==> src/sv/lzfbd_pkg.sv <==
package lzfbd_pkg;

  // Default history depth in bytes
  localparam int unsigned WINDOW_DEPTH_DEF = 4096;

  localparam int unsigned BYTE_W = 8;
  localparam int unsigned SIZE_W = 32;
  localparam int unsigned DIST_W = 12;
  localparam int unsigned TOK_W  = 4;
  localparam int unsigned LEN_W  = 5;

  localparam logic [TOK_W-1:0] TOKENS_PER_FLAG = 4'd8;
  localparam logic [LEN_W-1:0] MIN_MATCH       = 5'd3;
  localparam logic [BYTE_W-1:0] LEN_MASK       = 8'h0F;
  localparam logic [BYTE_W-1:0] HIGH_MASK      = 8'hF0;

  // Result kinds
  typedef enum logic [2:0] {
    KIND_DATA    = 3'd0,
    KIND_DONE    = 3'd1,
    KIND_TRUNC   = 3'd2,
    KIND_BEFORE  = 3'd3,
    KIND_OVERRUN = 3'd4,
    KIND_SHORT   = 3'd5
  } kind_e;

  // Sequencer states
  typedef enum logic [2:0] {
    S_IDLE,
    S_DEC,
    S_RD,
    S_WR,
    S_FIN
  } state_e;

  // Position compares from the count unit
  typedef struct packed {
    logic eq;        // count equals size
    logic gt;        // count above size
    logic next_eq;   // count plus one equals size
    logic below;     // count below the match offset
  } pos_stat_t;

endpackage

==> src/sv/lzfbd_pos.sv <==
module lzfbd_pos #(
  parameter int unsigned WINDOW_DEPTH = lzfbd_pkg::WINDOW_DEPTH_DEF
) (
  input  logic                             clk_i,
  input  logic                             rst_ni,
  input  logic                             inc_i,
  input  logic [lzfbd_pkg::SIZE_W-1:0]     size_i,
  input  logic [lzfbd_pkg::DIST_W-1:0]     dist_i,
  output lzfbd_pkg::pos_stat_t             stat_o,
  output logic [$clog2(WINDOW_DEPTH)-1:0]  wr_addr_o,
  output logic [$clog2(WINDOW_DEPTH)-1:0]  rd_addr_o
);
  import lzfbd_pkg::*;

  localparam int unsigned AW = $clog2(WINDOW_DEPTH);

  logic [SIZE_W-1:0] cnt_q, cnt_d;
  logic [AW-1:0]     wp_q, wp_d;
  logic [SIZE_W:0]   cnt_inc;
  logic [AW:0]       diff;
  logic [AW:0]       wrapped;

  // Count produced bytes and track the write slot modulo the depth
  always_comb begin
    cnt_d = cnt_q;
    wp_d  = wp_q;
    if (inc_i) begin
      cnt_d = cnt_q + 1'b1;
      wp_d  = (wp_q == AW'(WINDOW_DEPTH - 1)) ? '0 : wp_q + 1'b1;
    end
  end

  always_ff @(posedge clk_i or negedge rst_ni) begin
    if (!rst_ni) begin
      cnt_q <= '0;
      wp_q  <= '0;
    end else begin
      cnt_q <= cnt_d;
      wp_q  <= wp_d;
    end
  end

  // Compare count against size and offset
  assign cnt_inc        = {1'b0, cnt_q} + 1'b1;
  assign stat_o.eq      = (cnt_q == size_i);
  assign stat_o.gt      = (cnt_q > size_i);
  assign stat_o.next_eq = (cnt_inc == {1'b0, size_i});
  assign stat_o.below   = (cnt_q < {{(SIZE_W-DIST_W){1'b0}}, dist_i});

  // Source slot: write slot minus offset, wrapped into the window
  assign diff      = {1'b0, wp_q} - {{(AW+1-DIST_W){1'b0}}, dist_i};
  assign wrapped   = diff + (AW+1)'(WINDOW_DEPTH);
  assign rd_addr_o = diff[AW] ? wrapped[AW-1:0] : diff[AW-1:0];
  assign wr_addr_o = wp_q;
endmodule

==> config.mk <==
export PLATFORM = sky130hd
export DESIGN_NAME = lzfbd_pos
export DESIGN_NICKNAME = d
export VERILOG_FILES = /design/src/sv/lzfbd_pkg.sv /design/src/sv/lzfbd_pos.sv
export SDC_FILE = /design/constraint.sdc
export NUM_CORES = 1
export LEC_CHECK = 0
export ABC_AREA = 0
export BUFFER_PORTS_ARGS = -buffer_cell sky130_fd_sc_hd__buf_2
export CORE_UTILIZATION = 63
export DETAILED_ROUTE_END_ITERATION = 8
export PLACE_DENSITY = 0.88
export SYNTH_ARGS = -nofsm -noshare
export SYNTH_HDL_FRONTEND = slang
export SYNTH_SLANG_ARGS = --single-unit
==> constraint.sdc <==
create_clock -name clk_i -period 7.2 [get_ports clk_i]
set_input_delay 1.44 -clock clk_i [delete_from_list [all_inputs] [get_ports clk_i]]
set_output_delay 1.44 -clock clk_i [all_outputs]
set_load 0.02 [all_outputs]
# --- Word-level counts from Yosys, hierarchy flattened ---
# Index checks and enable logic that the tools add are counted.
totals:
  ff_bits: 44
  in_bits: 47
  out_inout_bits: 28
  elab_cells: 14
op_classes:
  addsub: 5
  n_lt_le_gt_ge: 2
  n_eq_ne: 3
  mux: 2
ops:
  columns: ["op", "n"]
  rows:
  - ["adder 32 x 1 -> 33 bit (second input constant)", 1]
  - ["equality test 33 x 32 -> 1 bit", 1]
  - ["adder 32 x 1 -> 32 bit (second input constant)", 1]
  - ["equality test 32 bit", 1]
  - ["greater-than comparator 32 bit", 1]
  - ["< comparator 32 x 12 -> 1 bit", 1]
  - ["adder 12 x 1 -> 12 bit (second input constant)", 2]
  - ["2-to-1 mux 12 bit", 2]
  - ["subtractor 12 x 12 -> 13 bit", 1]
  - ["equality test 12 bit (second input constant)", 1]

# --- Depth between registers and ports, before layout ---
depth:
  ltp_word: 3
  mapped_depth: 10
  depth_no_buf: 10

# --- Least setup slack after synthesis ---
# OpenSTA, ideal clock, no wires.
synth_timing:
  path_type: "input -> output"
  from: "input port size_i[25] (netlist bit)"
  to: "output port stat_o[2] (netlist bit)"
  arrival_ps: 3239
  t_required_ps: 5760
  path_slack_ps: 2521
  cell_stages: 9
  n_path_buf: 0
  path_cell_list: "inv_1 ha_1 nand4_1 nor2_1 nand3_1 nor4_1 inv_1 nor3_1 a31oi_1"
synth_rtl:
  columns: ["item", "line_no", "rtl"]
  rows:
  - ["from (decl)", "lzfbd_pos.sv:7", "input logic [lzfbd_pkg::SIZE_W-1:0] size_i,"]
  - ["to (decl)", "lzfbd_pos.sv:9", "output lzfbd_pkg::pos_stat_t stat_o,"]

==> run_results.csv <==
group,metric,value,unit
run_status,outcome,"finished clean",
placement,gp_congestion,0.934,
route,drt_wl_total,12.2,mm
logic_synthesis,yosys-mux-area-fraction,0.910,%
placement,portBuffers,74,
logic_synthesis,syn_area_per_cell,8.29,sq um
timing,min_period_over_period,70.4,%
logic_synthesis,synthAdderAreaFrac,15.4,%
setup_path,endpoint,"stat_o[1]",
setup_path,r2r_cells,6,
logic_synthesis,synth_compound_area_share,11.5,%
logic_synthesis,ys_seq_area_share,23.6,%
logic_synthesis,yosysUniqueCellTypes,55,
timing,relSlewSlack,31.9,%
setup_path,critPathKind,"in -> out",
setup_path,reg2reg_from,"cnt_q[3]",
setup_path,start_kind,"input port",
job,drv_cap,0,
timing,max_freq,197,MHz
clock_network,cts_buffers,5,
route,wl_per_cell,16.9,um
logic_synthesis,ys_ff_latch,44,
logic_synthesis,synth-async-reset-ratio,100,%
setup_path,rr_endpoint,"cnt_q[29]",
clock_network,clkSinkCount,44,
cells_and_area,final_cell_area,0.00514,sq mm
clock_network,root_buffer,"clkbuf_8",
die,die_area,0.00777,sq mm
clock_network,h-tree-depth,2,
clock_network,clock_path_buffers,2,
timing,finalHoldViolations,0,
cells_and_area,drive_above_1_share,15.9,%
placement,place_worst_setup_slack,2.11,ns
setup_path,cp_data_required_time,5.76,ns
die,pin_count,75,
power,cellPowerDensity,203,mW/mm^2
clock_network,clkTransAtPathRegs,0.08,ns
route,vias,4396,
clock_network,insertion_delay,0.31,ns
clock_network,cts_setup_buffers,0,
global_routing,grt_use_total,33.2,%
setup_path,arrival,3.63,ns
logic_synthesis,synth-xor-area-share,16.9,%
clock_network,cts-hold-fix-buffers,0,
logic_synthesis,synth_area,0.00467,sq mm
global_routing,antenna_found_initial,0,
power,finalPower,1.04,mW
logic_synthesis,synth-simple-area-share,25.2,%
setup_path,slowest_delay,0.51,ns
timing,tns,0,ns
route,dr.pass1.iters,5,
timing,fin_ws,2.13,ns
route,drtIter0Drc,340,
global_routing,grt_pass1_vias,4267,
die,initial_core_util,64.8,%
hold_path,whs_path_depth,1,
power,p_leak,2.48,nW
die,rows,31,
timing,layout_min_cycle_time,5.07,ns
hold_path,hold_path.class,"reg -> reg",
logic_synthesis,yosys-top-cells-area,"dfrtp_1 24%, ha_1 15%, xnor2_1 12%",
timing,finalMaxSlewViolations,0,
route,remaining_drc_errors,0,
cells_and_area,nFillCells,592,
clock_network,cts_resized,0,
global_routing,overflow,0,
setup_path,cp-end-kind,"output port",
placement,dpl.cell_count,713,
logic_synthesis,synth_top_area_share,23.6,%
timing,skew,0.0123,ns
timing,tightest_slew,1.02,ns
global_routing,grt_pass1_wl,19.8,mm
logic_synthesis,yosysWarnings,0,
logic_synthesis,synthTopCellsByCount,"63 x xnor2_1, 56 x ha_1, 53 x inv_1",
die,core-area,0.00721,sq mm
route,ant_nets,0,
cells_and_area,multi_input_area,0.00327,sq mm
clock_network,cts_tree,"done",
die,die_w,88.1,um
timing,rsz0062_at_grt,"false",
cells_and_area,antenna_cells,0,
placement,placed_area,0.00506,sq mm
power,vdd_drop_max,0.153,mV
global_routing,grt_max_degree,45,
setup_path,cp_cell_sequence,"buf_2 -> or2b_1 -> o21ai_0 -> nand3_1 -> nor4_1 -> nand3_1 -> or4_1 -> nor4_2 -> buf_2",
logic_synthesis,synth_top_family_by_area,"simple AND/OR/NAND/NOR gates",
timing,setup_viol_count_final,0,
logic_synthesis,synth_nets,668,
setup_path,critPathLaunch,"size_i[2]",
setup_path,crit_path_max_fanout,3,
logic_synthesis,yosysMostFrequentCell,"xnor2_1",
logic_synthesis,synth_top_area_cell,"dfrtp_1",
cells_and_area,stdcell_count,720,
logic_synthesis,syn_inst,564,
die,fp.dieH,88.1,um
setup_path,rrSetupSlack,4.67,ns
setup_path,crit_slowest_cell,"or4_1",
cells_and_area,area_delta_synth_final,10.0,%
logic_synthesis,synth_ff_type,"dfrtp_1",
placement,hpwlAfterDp,9.67,mm
logic_synthesis,synth_edf_count,0,
route,viasPerCell,6.11,
cells_and_area,seq_area,0.00110,sq mm
cells_and_area,nets,725,
[layer usage]
layer  share of wire, %  vias to the layer above  GRT usage (%)  wire [um]
met1                 42                     2074           41.8       5170
li1                   -                     2113              -          -
met2                 49                      187           59.7       5930
met3                7.0                       22           4.24        852
met4                1.7                        0           9.38        208
met5                  0                        -              0          0
[metrics by stage]
| step | hold WS (ns) | utilization (%) |
|---|---|---|
| detailed placement | 0.527 | 70.2 |
| CTS | 0.540 | 71.3 |
| finish | 0.535 | 71.3 |
| floorplan | 0.522 | - |
| global route | 0.551 | 71.3 |
| global placement | 0.513 | 70.2 |
[state kept, by name (all words and copies together) (netlist names)]
name,count
cnt_q,32
wr_addr_o,12
[cell families after synthesis]
kind of cell               Yosys count
and+or+nand+nor                    205
xor gates and xnor gates            90
AOI/OAI and AO/OA                   87
buffers and inverters               77
adders and majority gates           57
DFF                                 44
muxes                                4
[where the power goes]
| group | total (mW) | switching (mW) | internal (mW) |
|---|---|---|---|
| logic | 0.520 | 0.294 | 0.226 |
| registers | 0.371 | 0.0876 | 0.283 |
| clock network | 0.153 | 0.0876 | 0.0658 |
[worst min-delay path by stage]
stage                               to          from
after global placement    wr_addr_o[4]  wr_addr_o[4]
after global routing      wr_addr_o[4]  wr_addr_o[4]
after detailed placement  wr_addr_o[4]  wr_addr_o[4]
after floorplan              cnt_q[31]     cnt_q[31]
after CTS                 wr_addr_o[4]  wr_addr_o[4]
final                     wr_addr_o[4]  wr_addr_o[4]
[placed cells by master, fill, tap and decap left out, drive strengths merged, types with 6 or more instances in the layout]
cell type and count:
xor2 27, a21o 6, nand3 24, dfrtp 44, xnor2 63, and3 10, or2 6, nand4 35
ha 56, inv 53, nor3 19, buf 74, a21oi 23, nor4 16, o21ai 26, nand2 32
nor2 32, nor2b 8
[area by class of cell]
type	instances	share of cell area, %
Clock buffer	5	1.34
Sequential cell	44	21.4
Clock inverter	2	0.243
Timing Repair Buffer	74	7.20
Tap cell	99	2.41
Inverter	53	3.87
Multi-Input combinational cell	443	63.5
[critical path: cells and delay by family]
| family | cells | cell delay [ns] |
|---|---|---|
| AO/OA/AOI/OAI | 1 | 0.21 |
| AND/OR/NAND/NOR | 6 | 1.65 |
| buffers and inverters | 2 | 0.31 |
No activity file was read; power rests on OpenSTA's default activity.
